`src/rtl/pkcs7_pkg.sv`:
```
// Shared types and constants of the PKCS#7 pad/unpad engine.
package pkcs7_pkg;

  // Default geometry
  localparam int BLOCK_BYTES_DEF = 8;
  localparam int LENGTH_BITS_DEF = 16;

  // Configuration port
  localparam int CFG_ADDR_W = 3;
  localparam int CFG_DATA_W = 32;
  localparam logic REG_MODE_IDX = 1'b0;

  // Mode register values
  localparam logic MODE_PAD   = 1'b0;
  localparam logic MODE_UNPAD = 1'b1;

  // Frame status codes
  typedef enum logic [2:0] {
    ST_OK       = 3'd0,
    ST_BAD_LEN  = 3'd1,
    ST_BAD_PAD  = 3'd2,
    ST_INCONS   = 3'd3,
    ST_TOO_LONG = 3'd4
  } status_t;

  // Datapath operations issued by the controller
  typedef enum logic [3:0] {
    OP_NONE,
    OP_TAKE,
    OP_PAD_CALC,
    OP_PAD_BYTE,
    OP_UNP_CALC,
    OP_SCAN,
    OP_HELD_BYTE,
    OP_FINAL_EMPTY,
    OP_ERROR
  } dp_op_t;

  // Controller to datapath
  typedef struct packed {
    dp_op_t op;
    logic   clr;
  } pkcs7_cmd_t;

  // Datapath to controller
  typedef struct packed {
    logic load_ok;
    logic err;
    logic cnt_one;
    logic scan_last;
    logic keep_zero;
  } pkcs7_sts_t;

endpackage

```
`src/rtl/pkcs7_if.sv`:
```
// Input and result channel interfaces of the PKCS#7 engine.
interface pkcs7_in_if;
  logic       valid;
  logic       ready;
  logic [7:0] data_byte;
  logic       carries_byte;
  logic       last;

  modport source (output valid, data_byte, carries_byte, last, input ready);
  modport sink   (input valid, data_byte, carries_byte, last, output ready);
endinterface

interface pkcs7_out_if;
  logic        valid;
  logic        ready;
  logic [7:0]  out_byte;
  logic        out_valid;
  logic        frame_end;
  logic [2:0]  status;
  logic [15:0] out_length;

  modport source (output valid, out_byte, out_valid, frame_end, status, out_length,
                  input ready);
  modport sink   (input valid, out_byte, out_valid, frame_end, status, out_length,
                  output ready);
endinterface

```
`src/rtl/pkcs7_dp.sv`:
```
// Datapath: holdback shift line, frame counters, checks and result register.
module pkcs7_dp #(
  parameter int BLOCK_BYTES = pkcs7_pkg::BLOCK_BYTES_DEF,
  parameter int LENGTH_BITS = pkcs7_pkg::LENGTH_BITS_DEF
) (
  input  logic                   clk,
  input  logic                   rst_n,
  input  logic                   mode,
  input  logic                   cfg_clr,
  input  pkcs7_pkg::pkcs7_cmd_t  cmd,
  output pkcs7_pkg::pkcs7_sts_t  sts,
  input  logic [7:0]             in_data_byte,
  input  logic                   in_carries_byte,
  output logic                   out_vld,
  input  logic                   out_rdy,
  output logic [7:0]             out_byte,
  output logic                   out_has_byte,
  output logic                   out_frame_end,
  output logic [2:0]             out_status,
  output logic [15:0]            out_length
);
  import pkcs7_pkg::*;

  localparam int CNT_W     = $clog2(BLOCK_BYTES + 1);
  localparam int IDX_W     = $clog2(BLOCK_BYTES);
  localparam int BC_W      = LENGTH_BITS + 1;
  localparam int SUM_W     = LENGTH_BITS + 2;
  localparam int LEN_EXT_W = (BC_W > 16) ? BC_W : 16;
  localparam logic [SUM_W-1:0] LEN_LIMIT  = {2'b00, {LENGTH_BITS{1'b1}}};
  localparam logic [CNT_W-1:0] B_CNT      = CNT_W'(BLOCK_BYTES);
  localparam logic [CNT_W-1:0] B_LAST_CNT = CNT_W'(BLOCK_BYTES - 1);
  localparam logic [IDX_W-1:0] B_LAST_IDX = IDX_W'(BLOCK_BYTES - 1);
  localparam logic [8:0]       B_9        = 9'(BLOCK_BYTES);

  // Holdback shift line, newest byte at the top entry
  logic [7:0]       held_r   [BLOCK_BYTES];
  logic [7:0]       held_nxt [BLOCK_BYTES];

  logic [CNT_W-1:0] held_cnt_r, held_cnt_nxt;
  logic [BC_W-1:0]  byte_cnt_r, byte_cnt_nxt;
  logic [IDX_W-1:0] blk_pos_r, blk_pos_nxt;
  status_t          status_r, status_nxt;
  logic [7:0]       pad_val_r, pad_val_nxt;
  logic [CNT_W-1:0] keep_r, keep_nxt;
  logic [CNT_W-1:0] cnt_r, cnt_nxt;
  logic [BC_W-1:0]  len_r, len_nxt;

  logic             out_vld_r, out_vld_nxt;
  logic [7:0]       out_byte_r, out_byte_nxt;
  logic             out_has_r, out_has_nxt;
  logic             out_end_r, out_end_nxt;
  logic [2:0]       out_st_r, out_st_nxt;
  logic [15:0]      out_len_r, out_len_nxt;

  logic                 load_ok;
  logic                 held_full;
  logic                 cnt_one;
  logic [CNT_W-1:0]     pad_amt;
  logic [SUM_W-1:0]     pad_sum;
  logic [7:0]           p_byte;
  logic                 p_bad;
  logic                 len_bad;
  logic [CNT_W-1:0]     keep_amt;
  logic [BC_W-1:0]      unp_len;
  logic                 mismatch;
  logic [LEN_EXT_W-1:0] len_ext;
  logic [15:0]          len16;

  // Derived values
  assign load_ok   = !out_vld_r || out_rdy;
  assign held_full = (held_cnt_r == B_CNT);
  assign cnt_one   = (cnt_r == CNT_W'(1));
  assign pad_amt   = B_CNT - CNT_W'(blk_pos_r);
  assign pad_sum   = SUM_W'(byte_cnt_r) + SUM_W'(pad_amt);
  assign p_byte    = held_r[BLOCK_BYTES-1];
  assign p_bad     = (p_byte == 8'd0) || ({1'b0, p_byte} > B_9);
  assign len_bad   = (byte_cnt_r == '0) || (blk_pos_r != '0) || !held_full;
  assign keep_amt  = CNT_W'(B_9 - {1'b0, p_byte});
  assign unp_len   = byte_cnt_r - BC_W'(p_byte);
  assign mismatch  = (held_r[0] != pad_val_r);
  assign len_ext   = LEN_EXT_W'(len_r);
  assign len16     = len_ext[15:0];

  // Status to the controller
  assign sts.load_ok   = load_ok;
  assign sts.err       = (status_r != ST_OK);
  assign sts.cnt_one   = cnt_one;
  assign sts.scan_last = (cnt_r == B_LAST_CNT);
  assign sts.keep_zero = (keep_r == '0);

  // Next-state logic per operation
  always_comb begin
    held_nxt     = held_r;
    held_cnt_nxt = held_cnt_r;
    byte_cnt_nxt = byte_cnt_r;
    blk_pos_nxt  = blk_pos_r;
    status_nxt   = status_r;
    pad_val_nxt  = pad_val_r;
    keep_nxt     = keep_r;
    cnt_nxt      = cnt_r;
    len_nxt      = len_r;
    out_vld_nxt  = out_vld_r && !out_rdy;
    out_byte_nxt = out_byte_r;
    out_has_nxt  = out_has_r;
    out_end_nxt  = out_end_r;
    out_st_nxt   = out_st_r;
    out_len_nxt  = out_len_r;

    unique case (cmd.op)
      OP_TAKE: begin
        if (in_carries_byte) begin
          // saturate at 2^LENGTH_BITS, the over-limit mark
          if (!byte_cnt_r[LENGTH_BITS]) begin
            byte_cnt_nxt = byte_cnt_r + BC_W'(1);
          end
          blk_pos_nxt = (blk_pos_r == B_LAST_IDX) ? '0 : blk_pos_r + IDX_W'(1);
          if (mode == MODE_PAD) begin
            out_vld_nxt  = 1'b1;
            out_byte_nxt = in_data_byte;
            out_has_nxt  = 1'b1;
            out_end_nxt  = 1'b0;
            out_st_nxt   = ST_OK;
            out_len_nxt  = '0;
          end else begin
            // full line: oldest byte leaves as it shifts out
            if (held_full) begin
              out_vld_nxt  = 1'b1;
              out_byte_nxt = held_r[0];
              out_has_nxt  = 1'b1;
              out_end_nxt  = 1'b0;
              out_st_nxt   = ST_OK;
              out_len_nxt  = '0;
            end else begin
              held_cnt_nxt = held_cnt_r + CNT_W'(1);
            end
            for (int i = 0; i < BLOCK_BYTES - 1; i++) begin
              held_nxt[i] = held_r[i+1];
            end
            held_nxt[BLOCK_BYTES-1] = in_data_byte;
          end
        end
      end

      OP_PAD_CALC: begin
        status_nxt  = (byte_cnt_r[LENGTH_BITS] || (pad_sum > LEN_LIMIT)) ? ST_TOO_LONG
                                                                        : ST_OK;
        len_nxt     = pad_sum[BC_W-1:0];
        pad_val_nxt = 8'(pad_amt);
        cnt_nxt     = pad_amt;
      end

      OP_PAD_BYTE: begin
        out_vld_nxt  = 1'b1;
        out_byte_nxt = pad_val_r;
        out_has_nxt  = 1'b1;
        out_end_nxt  = cnt_one;
        out_st_nxt   = ST_OK;
        out_len_nxt  = cnt_one ? len16 : '0;
        cnt_nxt      = cnt_r - CNT_W'(1);
      end

      OP_UNP_CALC: begin
        // checks in order: too long, length, pad value
        priority if (byte_cnt_r[LENGTH_BITS]) begin
          status_nxt = ST_TOO_LONG;
        end else if (len_bad) begin
          status_nxt = ST_BAD_LEN;
        end else if (p_bad) begin
          status_nxt = ST_BAD_PAD;
        end else begin
          status_nxt = ST_OK;
        end
        pad_val_nxt = p_byte;
        keep_nxt    = keep_amt;
        len_nxt     = unp_len;
        cnt_nxt     = '0;
      end

      OP_SCAN: begin
        // rotate the line once; entries at or past keep must equal the pad value
        if ((cnt_r >= keep_r) && mismatch && (status_r == ST_OK)) begin
          status_nxt = ST_INCONS;
        end
        for (int i = 0; i < BLOCK_BYTES - 1; i++) begin
          held_nxt[i] = held_r[i+1];
        end
        held_nxt[BLOCK_BYTES-1] = held_r[0];
        cnt_nxt = (cnt_r == B_LAST_CNT) ? keep_r : cnt_r + CNT_W'(1);
      end

      OP_HELD_BYTE: begin
        out_vld_nxt  = 1'b1;
        out_byte_nxt = held_r[0];
        out_has_nxt  = 1'b1;
        out_end_nxt  = cnt_one;
        out_st_nxt   = ST_OK;
        out_len_nxt  = cnt_one ? len16 : '0;
        for (int i = 0; i < BLOCK_BYTES - 1; i++) begin
          held_nxt[i] = held_r[i+1];
        end
        cnt_nxt = cnt_r - CNT_W'(1);
      end

      OP_FINAL_EMPTY: begin
        out_vld_nxt  = 1'b1;
        out_byte_nxt = '0;
        out_has_nxt  = 1'b0;
        out_end_nxt  = 1'b1;
        out_st_nxt   = ST_OK;
        out_len_nxt  = len16;
      end

      OP_ERROR: begin
        out_vld_nxt  = 1'b1;
        out_byte_nxt = '0;
        out_has_nxt  = 1'b0;
        out_end_nxt  = 1'b1;
        out_st_nxt   = status_r;
        out_len_nxt  = '0;
      end

      OP_NONE: begin
      end

      default: begin
      end
    endcase

    // frame end or mode write drops the frame state
    if (cmd.clr || cfg_clr) begin
      held_cnt_nxt = '0;
      byte_cnt_nxt = '0;
      blk_pos_nxt  = '0;
    end
  end

  // Control registers
  always_ff @(posedge clk) begin
    if (!rst_n) begin
      held_cnt_r <= '0;
      byte_cnt_r <= '0;
      blk_pos_r  <= '0;
      status_r   <= ST_OK;
      cnt_r      <= '0;
      out_vld_r  <= 1'b0;
    end else begin
      held_cnt_r <= held_cnt_nxt;
      byte_cnt_r <= byte_cnt_nxt;
      blk_pos_r  <= blk_pos_nxt;
      status_r   <= status_nxt;
      cnt_r      <= cnt_nxt;
      out_vld_r  <= out_vld_nxt;
    end
  end

  // Payload registers
  always_ff @(posedge clk) begin
    held_r     <= held_nxt;
    pad_val_r  <= pad_val_nxt;
    keep_r     <= keep_nxt;
    len_r      <= len_nxt;
    out_byte_r <= out_byte_nxt;
    out_has_r  <= out_has_nxt;
    out_end_r  <= out_end_nxt;
    out_st_r   <= out_st_nxt;
    out_len_r  <= out_len_nxt;
  end

  assign out_vld       = out_vld_r;
  assign out_byte      = out_byte_r;
  assign out_has_byte  = out_has_r;
  assign out_frame_end = out_end_r;
  assign out_status    = out_st_r;
  assign out_length    = out_len_r;

endmodule

```
`src/rtl/pkcs7_ctrl.sv`:
```
// Controller: sequences byte intake, frame-end checks and result emission.
module pkcs7_ctrl (
  input  logic                  clk,
  input  logic                  rst_n,
  input  logic                  mode,
  input  logic                  in_valid,
  input  logic                  in_last,
  output logic                  in_ready,
  input  pkcs7_pkg::pkcs7_sts_t sts,
  output pkcs7_pkg::pkcs7_cmd_t cmd
);
  import pkcs7_pkg::*;

  typedef enum logic [2:0] {
    S_IDLE,
    S_PAD_CALC,
    S_PAD_EMIT,
    S_UNP_CALC,
    S_UNP_SCAN,
    S_UNP_EMIT
  } state_t;

  state_t state_r, state_nxt;

  // Next state and datapath commands
  always_comb begin
    state_nxt = state_r;
    in_ready  = 1'b0;
    cmd.op    = OP_NONE;
    cmd.clr   = 1'b0;

    unique case (state_r)
      S_IDLE: begin
        in_ready = sts.load_ok;
        if (in_valid && sts.load_ok) begin
          cmd.op = OP_TAKE;
          if (in_last) begin
            state_nxt = (mode == MODE_UNPAD) ? S_UNP_CALC : S_PAD_CALC;
          end
        end
      end

      S_PAD_CALC: begin
        cmd.op    = OP_PAD_CALC;
        state_nxt = S_PAD_EMIT;
      end

      S_PAD_EMIT: begin
        if (sts.load_ok) begin
          if (sts.err) begin
            cmd.op    = OP_ERROR;
            cmd.clr   = 1'b1;
            state_nxt = S_IDLE;
          end else begin
            cmd.op = OP_PAD_BYTE;
            if (sts.cnt_one) begin
              cmd.clr   = 1'b1;
              state_nxt = S_IDLE;
            end
          end
        end
      end

      S_UNP_CALC: begin
        cmd.op    = OP_UNP_CALC;
        state_nxt = S_UNP_SCAN;
      end

      // one pad-byte compare per cycle, stop early on error
      S_UNP_SCAN: begin
        if (sts.err) begin
          state_nxt = S_UNP_EMIT;
        end else begin
          cmd.op = OP_SCAN;
          if (sts.scan_last) begin
            state_nxt = S_UNP_EMIT;
          end
        end
      end

      S_UNP_EMIT: begin
        if (sts.load_ok) begin
          priority if (sts.err) begin
            cmd.op    = OP_ERROR;
            cmd.clr   = 1'b1;
            state_nxt = S_IDLE;
          end else if (sts.keep_zero) begin
            cmd.op    = OP_FINAL_EMPTY;
            cmd.clr   = 1'b1;
            state_nxt = S_IDLE;
          end else begin
            cmd.op = OP_HELD_BYTE;
            if (sts.cnt_one) begin
              cmd.clr   = 1'b1;
              state_nxt = S_IDLE;
            end
          end
        end
      end

      default: begin
        state_nxt = S_IDLE;
      end
    endcase
  end

  // State register
  always_ff @(posedge clk) begin
    if (!rst_n) begin
      state_r <= S_IDLE;
    end else begin
      state_r <= state_nxt;
    end
  end

endmodule

```
`src/rtl/pkcs7_pad_unpad_engine_core.sv`:
```
// Top level of the PKCS#7 pad/unpad engine: configuration port and unit wiring.
// Byte-stream PKCS#7 engine. mode 0 passes bytes through and appends P bytes of value
// P at each frame end, reporting the padded length (or a too-long error status); mode 1
// holds back the newest BLOCK_BYTES bytes, checks the final block and emits its data
// bytes (or an error status) at frame end. Every item that is not a frame end transfers
// whenever the single output register is free or being drained. The item marked last
// holds in_ready low while the controller finishes the frame: pad mode passes through a
// calculation state, then emits the pad bytes (1 to BLOCK_BYTES) or the error; unpad
// mode passes through a check state, rotates the holdback shift line past the pad-byte
// comparator (stopping early on error), then emits the data bytes or the error. Output
// back-pressure stalls emission. Writing mode (offset 0) drops any frame in progress;
// write it only while the engine is idle.
module pkcs7_pad_unpad_engine_core #(
  parameter int BLOCK_BYTES = pkcs7_pkg::BLOCK_BYTES_DEF,
  parameter int LENGTH_BITS = pkcs7_pkg::LENGTH_BITS_DEF
) (
  input  logic                            clk,
  input  logic                            rst_n,
  pkcs7_in_if.sink                        in_chan,
  pkcs7_out_if.source                     out_chan,
  input  logic                            psel,
  input  logic                            penable,
  input  logic                            pwrite,
  input  logic [pkcs7_pkg::CFG_ADDR_W-1:0] paddr,
  input  logic [pkcs7_pkg::CFG_DATA_W-1:0] pwdata,
  output logic [pkcs7_pkg::CFG_DATA_W-1:0] prdata,
  output logic                            pready
);
  import pkcs7_pkg::*;

  logic       mode_r;
  logic       reg_sel;
  logic       mode_wr;
  pkcs7_cmd_t cmd;
  pkcs7_sts_t sts;

  // Register decode, one 32-bit word per register
  assign reg_sel = (paddr[CFG_ADDR_W-1] == REG_MODE_IDX);
  assign mode_wr = psel && penable && pwrite && reg_sel;
  assign pready  = 1'b1;
  assign prdata  = reg_sel ? {{(CFG_DATA_W-1){1'b0}}, mode_r} : '0;

  always_ff @(posedge clk) begin
    if (!rst_n) begin
      mode_r <= MODE_PAD;
    end else if (mode_wr) begin
      mode_r <= pwdata[0];
    end
  end

  pkcs7_ctrl u_ctrl (
    .clk      (clk),
    .rst_n    (rst_n),
    .mode     (mode_r),
    .in_valid (in_chan.valid),
    .in_last  (in_chan.last),
    .in_ready (in_chan.ready),
    .sts      (sts),
    .cmd      (cmd)
  );

  pkcs7_dp #(
    .BLOCK_BYTES (BLOCK_BYTES),
    .LENGTH_BITS (LENGTH_BITS)
  ) u_dp (
    .clk             (clk),
    .rst_n           (rst_n),
    .mode            (mode_r),
    .cfg_clr         (mode_wr),
    .cmd             (cmd),
    .sts             (sts),
    .in_data_byte    (in_chan.data_byte),
    .in_carries_byte (in_chan.carries_byte),
    .out_vld         (out_chan.valid),
    .out_rdy         (out_chan.ready),
    .out_byte        (out_chan.out_byte),
    .out_has_byte    (out_chan.out_valid),
    .out_frame_end   (out_chan.frame_end),
    .out_status      (out_chan.status),
    .out_length      (out_chan.out_length)
  );

endmodule

```
`src/flat_wrapper.sv`:
```
// flat-port wrapper written by rule: the top's interface ports become plain ports
module pkcs7_pad_unpad_engine_core_flat import pkcs7_pkg::*;
#(
  parameter int BLOCK_BYTES = pkcs7_pkg::BLOCK_BYTES_DEF,
  parameter int LENGTH_BITS = pkcs7_pkg::LENGTH_BITS_DEF
)
  (clk, rst_n, psel, penable, pwrite, paddr, pwdata, prdata, pready, in_chan_valid, in_chan_data_byte, in_chan_carries_byte, in_chan_last, in_chan_ready, out_chan_valid, out_chan_out_byte, out_chan_out_valid, out_chan_frame_end, out_chan_status, out_chan_out_length, out_chan_ready);
  pkcs7_in_if in_chan_i ();
  pkcs7_out_if out_chan_i ();
  input  logic clk;
  input  logic rst_n;
  input  logic psel;
  input  logic penable;
  input  logic pwrite;
  input  logic [pkcs7_pkg::CFG_ADDR_W-1:0] paddr;
  input  logic [pkcs7_pkg::CFG_DATA_W-1:0] pwdata;
  output logic [pkcs7_pkg::CFG_DATA_W-1:0] prdata;
  output logic pready;
  input wire logic [$bits(in_chan_i.valid)-1:0] in_chan_valid;
  input wire logic [$bits(in_chan_i.data_byte)-1:0] in_chan_data_byte;
  input wire logic [$bits(in_chan_i.carries_byte)-1:0] in_chan_carries_byte;
  input wire logic [$bits(in_chan_i.last)-1:0] in_chan_last;
  output wire logic [$bits(in_chan_i.ready)-1:0] in_chan_ready;
  output wire logic [$bits(out_chan_i.valid)-1:0] out_chan_valid;
  output wire logic [$bits(out_chan_i.out_byte)-1:0] out_chan_out_byte;
  output wire logic [$bits(out_chan_i.out_valid)-1:0] out_chan_out_valid;
  output wire logic [$bits(out_chan_i.frame_end)-1:0] out_chan_frame_end;
  output wire logic [$bits(out_chan_i.status)-1:0] out_chan_status;
  output wire logic [$bits(out_chan_i.out_length)-1:0] out_chan_out_length;
  input wire logic [$bits(out_chan_i.ready)-1:0] out_chan_ready;
  assign in_chan_i.valid = in_chan_valid;
  assign in_chan_i.data_byte = in_chan_data_byte;
  assign in_chan_i.carries_byte = in_chan_carries_byte;
  assign in_chan_i.last = in_chan_last;
  assign in_chan_ready = in_chan_i.ready;
  assign out_chan_valid = out_chan_i.valid;
  assign out_chan_out_byte = out_chan_i.out_byte;
  assign out_chan_out_valid = out_chan_i.out_valid;
  assign out_chan_frame_end = out_chan_i.frame_end;
  assign out_chan_status = out_chan_i.status;
  assign out_chan_out_length = out_chan_i.out_length;
  assign out_chan_i.ready = out_chan_ready;
  pkcs7_pad_unpad_engine_core #(.BLOCK_BYTES(BLOCK_BYTES), .LENGTH_BITS(LENGTH_BITS)) u_core (.clk(clk), .rst_n(rst_n), .in_chan(in_chan_i), .out_chan(out_chan_i), .psel(psel), .penable(penable), .pwrite(pwrite), .paddr(paddr), .pwdata(pwdata), .prdata(prdata), .pready(pready));
endmodule
```
`config.mk`:
```
export PLATFORM = sky130hd
export DESIGN_NAME = pkcs7_pad_unpad_engine_core_flat
export DESIGN_NICKNAME = d
export VERILOG_FILES = /design/src/rtl/pkcs7_pkg.sv /design/src/rtl/pkcs7_if.sv /design/src/rtl/pkcs7_dp.sv /design/src/rtl/pkcs7_ctrl.sv /design/src/rtl/pkcs7_pad_unpad_engine_core.sv /design/src/flat_wrapper.sv
export SDC_FILE = /design/constraint.sdc
export NUM_CORES = 1
export LEC_CHECK = 0
export ABC_AREA = 1
export BUFFER_PORTS_ARGS = -buffer_cell sky130_fd_sc_hd__buf_2
export CAP_MARGIN = 25
export CORE_ASPECT_RATIO = 0.6
export CORE_MARGIN = 4
export CORE_UTILIZATION = 62
export DETAILED_ROUTE_END_ITERATION = 10
export PLACE_DENSITY = 0.86
export SLEW_MARGIN = 20
export SYNTH_ARGS = -nofsm -noshare
export SYNTH_HDL_FRONTEND = slang
export SYNTH_SLANG_ARGS = --single-unit
```
`constraint.sdc`:
```
create_clock -name clk -period 9.6 [get_ports clk]
set_clock_uncertainty 0.05 [all_clocks]
set_input_delay 0.96 -clock clk [delete_from_list [all_inputs] [get_ports clk]]
set_output_delay 0.96 -clock clk [all_outputs]
set_load 0.02 [all_outputs]
```
== Yosys cells after proc, flatten, opt, wreduce, memory -nomap -nowiden ==
Index checks and enable logic that the tools add are counted.

* Add/subtract/negate cells: 9
* $mul: 0
* Div/mod/pow operators: 0
* $lt $le $gt $ge: 3
* Equality and inequality tests: 27
* Shift operators: 0
* Multiplexer cells: 65
* Bitwise gates (word level): 4
* Reductions and logical operators: 49

{| class="wikitable"
|+ Operators by type and width
! operator !! count
|-
| $mux 64 || 2
|-
| $pmux 56 s2 || 1
|-
| $mux 16 || 4
|-
| $pmux 16 s4 || 1
|-
| $mux 3 || 18
|-
| $pmux 16 s2 || 1
|-
| $pmux 8 s2 || 2
|-
| $pmux 8 s4 || 1
|-
| $mux 8 || 3
|-
| $pmux 4 s6 || 1
|-
| $reduce_and 3->1 || 7
|-
| $eq 4x3->1 const B || 5
|-
| $mux 5 || 4
|-
| $add 17x4->18 || 1
|-
| $gt 18x16->1 const B || 1
|-
| $pmux 3 s3 || 2
|-
| $pmux 3 s6 || 1
|-
| $add 17x1->17 const B || 1
|-
| $logic_not 17->1 || 1
|-
| $mux 17 || 1
|-
| $pmux 4 s4 || 1
|-
| $sub 16x8->16 || 1
|-
| $reduce_bool 3->1 || 5
|-
| $mux 1 || 13
|-
| 37 further kinds || 79
|}

* Register bits after elaboration: 157
* Bits in latches: 0
* RAM bits: 0
* Bits in read-only memories: 0
* Bits of input ports: 52
* Output and inout bits: 64
* Logic and storage cells: 182
* Memories kept: 0

== Depth between registers and ports, before layout ==
* Depth after elaboration: 10
* Mapped depth: 14
* Gate-level depth less buffers: 14

== By module ==
From an unflattened synthesis, not the netlist that was laid out.

* Cell total of the unflattened synthesis: 943
* Area, all modules: 8351.8 um^2

{| class="wikitable"
|+ By module, submodules not included
! module !! times used !! cells each !! area an instance (um^2) !! seq. area each (um^2)
|-
| pkcs7_dp || 1 || 829 || 7677.4 || 4274.1
|-
| pkcs7_ctrl || 1 || 65 || 350.3 || 60.1
|-
| pkcs7_pad_unpad_engine_core || 1 || 49 || 324.1 || 20.0
|}

== Worst setup path after synthesis ==
No wires, ideal clock.

* Kind: input port to flip-flop
* From: in out_chan_ready
* To: reg u_core.u_dp.held_r[10] (netlist name) (enable)
* Arrival: 4.125 ns
* Slack: 4.940 ns
* Stages on the path: 6
* Path through: nor2_2 inv_1 nand3_2 inv_1 nand2_1 o211ai_1

* Word-level cells in the longest chain between the ends: 8
* Elaborated cells between the ends (all ways): 14
* Classes of those cells: eq/ne (5); mux (4); reduce/logical (5)

{| class="wikitable"
|+ RTL lines
! item !! RTL line !! source
|-
| start, declared || flat_wrapper.sv:30 || <nowiki>input wire logic [$bits(out_chan_i.ready)-1:0] out_chan_ready;</nowiki>
|-
| $logic_or 1x1->1 (*) || pkcs7_dp.sv:70 || <nowiki>assign load_ok = !out_vld_r || out_rdy;</nowiki>
|-
| $logic_and 1x1->1 || pkcs7_ctrl.sv:35 || <nowiki>if (in_valid && sts.load_ok) begin</nowiki>
|-
| $mux 1 || pkcs7_ctrl.sv:35 ||
|-
| $pmux 4 s6 (*) || pkcs7_ctrl.sv:32 || <nowiki>unique case (state_r)</nowiki>
|-
| $eq 4x3->1 || pkcs7_dp.sv:109 || <nowiki>unique case (cmd.op)</nowiki>
|-
| $reduce_or 2->1 (no line) || - ||
|-
| $reduce_bool 2->1 (no line) || - ||
|-
| $reduce_and 3->1 (no line) (*) || - ||
|-
| end signal, assigned || pkcs7_dp.sv:258 || <nowiki>held_r <= held_nxt;</nowiki>
|-
| end, declared || pkcs7_dp.sv:36 || <nowiki>logic [7:0] held_r [BLOCK_BYTES];</nowiki>
|}

Every way passes the cells marked *; elsewhere a longest branch is shown, timed or not.
A chain may end at the register's enable or synchronous reset.

== Worst setup path in the final report ==
* From: in out_chan_ready
* To: reg u_core.u_dp.held_r[15] (netlist name) (enable)

The elaborated chain is that of the path after synthesis.

==> impl_metrics.csv <==
group,metric,value,unit
run_status,status,"finished, final reports clean",
clocking,path_clk_slew,0.07,ns
timing,finalHoldViolations,0,
clocking,clock-sinks,157,
logic_synthesis,syn-mean-instance-area,9.50,um^2
global_routing,grt_pass1_vias,5739,
clocking,post_cts_buffers,0,
routing,dr.first_iter.drc_count,927,
place,place.gp.congestion,0.955,
routing,drt_wl_total,19.0,mm
critical_path,r2r_cells,8,
routing,postRouteAntennaNets,0,
floorplan,start_util,64.6,%
global_routing,grt_pass1_wl,29.7,mm
global_routing,antenna_found_initial,2,
power,ir_worst_vdd,0.000123,V
logic_synthesis,synth_ff_type,"edfxtp_1",
floorplan,die_h,95.5,um
critical_path,critical_path_required,9.61,ns
clocking,htree_num_levels,4,
timing,worst_pin_slew,0.954,ns
global_routing,grt_overflow,0,
finish,fill_cells,844,
floorplan,die_x,154,um
place,dpl.hpwl,13.2,mm
min_path,hold-path-cell-count,0,
finish,num-nets-final,971,
critical_path,start_kind,"input pin",
routing,wire_per_inst,17.8,um
floorplan,dieArea,14700,um^2
min_path,min_from,"u_core.u_dp.held_r[52]",
place,dpl_cell_area,8200,um^2
power,power.density,187,nW/um^2
timing,tns,0,ns
logic_synthesis,synth_async_sr_flop_share,0,%
power,power,1.64,mW
timing,slew_viol_final,0,
finish,antenna_cells,0,
finish,finalNonFillerCells,1067,
place,dp_slack,5.81,ns
job,maxCapViolCount,0,
min_path,holdPathEnd,"u_core.u_dp.held_r[60]",
routing,viasPerCell,5.83,
critical_path,ff2ff_setup_slack,6.26,ns
critical_path,timing.rr.start,"u_core.u_dp.status_r[2]",
critical_path,r2r_end,"u_core.u_dp.held_r[15]",
min_path,hold_class,"reg -> reg",
place,port_buffers,50,
logic_synthesis,ys_seq_area_share,55.0,%
finish,area_delta_synth_final,10.8,%
clocking,ctsHoldBuffers,0,
floorplan,rows,31,
critical_path,crit_type,"in -> reg",
finish,drive_gt1_share,12.7,%
logic_synthesis,ys_warn_count,0,
timing,setup_violations,0,
timing,setup_ws,6.18,ns
global_routing,grt_max_degree,57,
timing,fin_crit_sh,35.7,%
timing,fin_crit,3.42,ns
logic_synthesis,synthDistinctLibCells,42,
critical_path,cp_max_fo,56,
floorplan,ios,116,
routing,dr.pass1.iters,6,
clocking,cts_tree,"done",
routing,vias,6220,
clocking,ctsResizeCount,0,
timing,rsz0062_at_grt,"false",
timing,relSlewSlack,36.4,%
clocking,cts_buffers,17,
clocking,clockBufferDepth,2,
logic_synthesis,synth-edff-count,121,
place,dp_cells,1035,
routing,drc,0,
power,power_leakage,3.66,nW
logic_synthesis,yosys_register_bits,157,
finish,final_area,8770,um^2
finish,utilization,71.6,%
timing,holdWs,0.370,ns
clocking,root_buffer,"clkbuf_16",
floorplan,coreArea,12300,um^2
critical_path,end_kind,"flop",
timing,maxClockFrequency,0.292,GHz
logic_synthesis,synth_area,7910,um^2
critical_path,cp.arrival,3.43,ns
logic_synthesis,syn_inst,833,
global_routing,grt_util_all_layers,26.3,%
clocking,clk_latency,0.43,ns
power breakdown:
part / switching [mW] / internal, mW
sequential: 0.0195 / 0.768
combinational: 0.147 / 0.0595
clock: 0.305 / 0.344
how the worst max path moves through the flow:
stage / start / to / cells after the start
3_5_place_dp: out_chan_ready / u_core.u_dp.held_r[8] / 8
2_1_floorplan: out_chan_ready / u_core.u_dp.held_r[10] / 6
4_1_cts: out_chan_ready / u_core.u_dp.held_r[16] / 8
5_1_grt: out_chan_ready / u_core.u_dp.held_r[17] / 8
3_3_place_gp: out_chan_ready / u_core.u_dp.held_r[11] / 8
6_report: out_chan_ready / u_core.u_dp.held_r[15] / 8
layout by cell type (no fill, tap or decap), types with 4 or more instances in the layout:
| master | count |
|---|---|
| inv_2 | 5 |
| inv_1 | 108 |
| xnor2_1 | 7 |
| buf_4 | 5 |
| conb_1 | 32 |
| nor3_1 | 15 |
| inv_6 | 7 |
| o21ai_0 | 54 |
| clkbuf_16 | 17 |
| edfxtp_1 | 121 |
| a21oi_1 | 38 |
| o211ai_1 | 23 |
| nand3_1 | 49 |
| xor2_1 | 20 |
| nand4_1 | 7 |
| nand2_2 | 4 |
| nor2_1 | 84 |
| nor2_2 | 7 |
| dfxtp_1 | 36 |
| nand2_1 | 146 |
| buf_2 | 50 |
| ha_1 | 28 |
| o21ai_1 | 5 |
Yosys cell counts (3+ instances only):
| library cell | number | area [um^2] |
|---|---|---|
| nand2_1 | 146 | 548 |
| buf_2 | 3 | 15.0 |
| inv_1 | 108 | 405 |
| nor3_1 | 15 | 75.1 |
| nand2_2 | 4 | 25.0 |
| inv_2 | 5 | 18.8 |
| nand4_1 | 7 | 43.8 |
| nand3_1 | 49 | 245 |
| o21ai_0 | 54 | 270 |
| xor2_1 | 20 | 175 |
| nor2_2 | 6 | 37.5 |
| dfxtp_1 | 36 | 721 |
| o211ai_1 | 23 | 173 |
| xnor2_1 | 7 | 61.3 |
| nor2_1 | 85 | 319 |
| a21oi_1 | 38 | 190 |
| edfxtp_1 | 121 | 3630 |
| nor2_4 | 3 | 33.8 |
| buf_4 | 33 | 248 |
| ha_1 | 28 | 350 |
| o21ai_1 | 5 | 25.0 |
| clkbuf_1 | 9 | 33.8 |
area by class of cell:
class | count | area [um^2] | area share, %
Inverter | 113 | 424 | 4.84
Clock inverter | 15 | 145 | 1.65
Tap cell | 165 | 206 | 2.35
Timing Repair Buffer | 55 | 288 | 3.28
Clock buffer | 17 | 425 | 4.85
Sequential cell | 157 | 4350 | 49.6
Multi-Input combinational cell | 545 | 2930 | 33.4
critical path, stage by stage:
cell and delay, ns:
buf_2 0.09, nor2_2 0.06, nor2_1 0.64, nand2_1 0.35
nand3_1 0.19, nand3_2 0.31, o211ai_1 0.21, buf_4 0.57
layer usage:
metal	part of all wire, %	track usage [%]
met2	41	39.4
met3	15	9.21
met1	41	36.0
met4	2.4	9.11
met5	0.33	0
logic make-up after synthesis:
| logic type | Yosys count | synth area share [%] |
|---|---|---|
| XOR/XNOR | 27 | 2.99 |
| adder cells (fa/ha/maj) | 30 | 4.93 |
| multiplexers | 2 | 0.253 |
| flip-flops | 157 | 55.0 |
| AND/OR/NAND/NOR | 324 | 17.7 |
| buffers and inverters | 161 | 9.44 |
| AO/OA/AOI/OAI | 130 | 9.61 |
| other | 2 | 0.0949 |
registers in the layout, summed over array words and instances (netlist names), 3 cells and up:
register and flops:
u_core.u_dp.pad_val_r 8, u_core.u_dp.out_length 16, u_core.u_dp.cnt_r 4, u_core.u_ctrl.state_r 3, u_core.u_dp.out_byte 8, u_core.u_dp.keep_r 4
u_core.u_dp.byte_cnt_r 17, u_core.u_dp.blk_pos_r 3, u_core.u_dp.out_status 3, u_core.u_dp.held_cnt_r 4, u_core.u_dp.held_r 56, u_core.u_dp.len_ext 16
u_core.u_dp.status_r 3, u_core.u_dp.p_byte 8
Note: power is estimated with default switching activity, not from simulation.
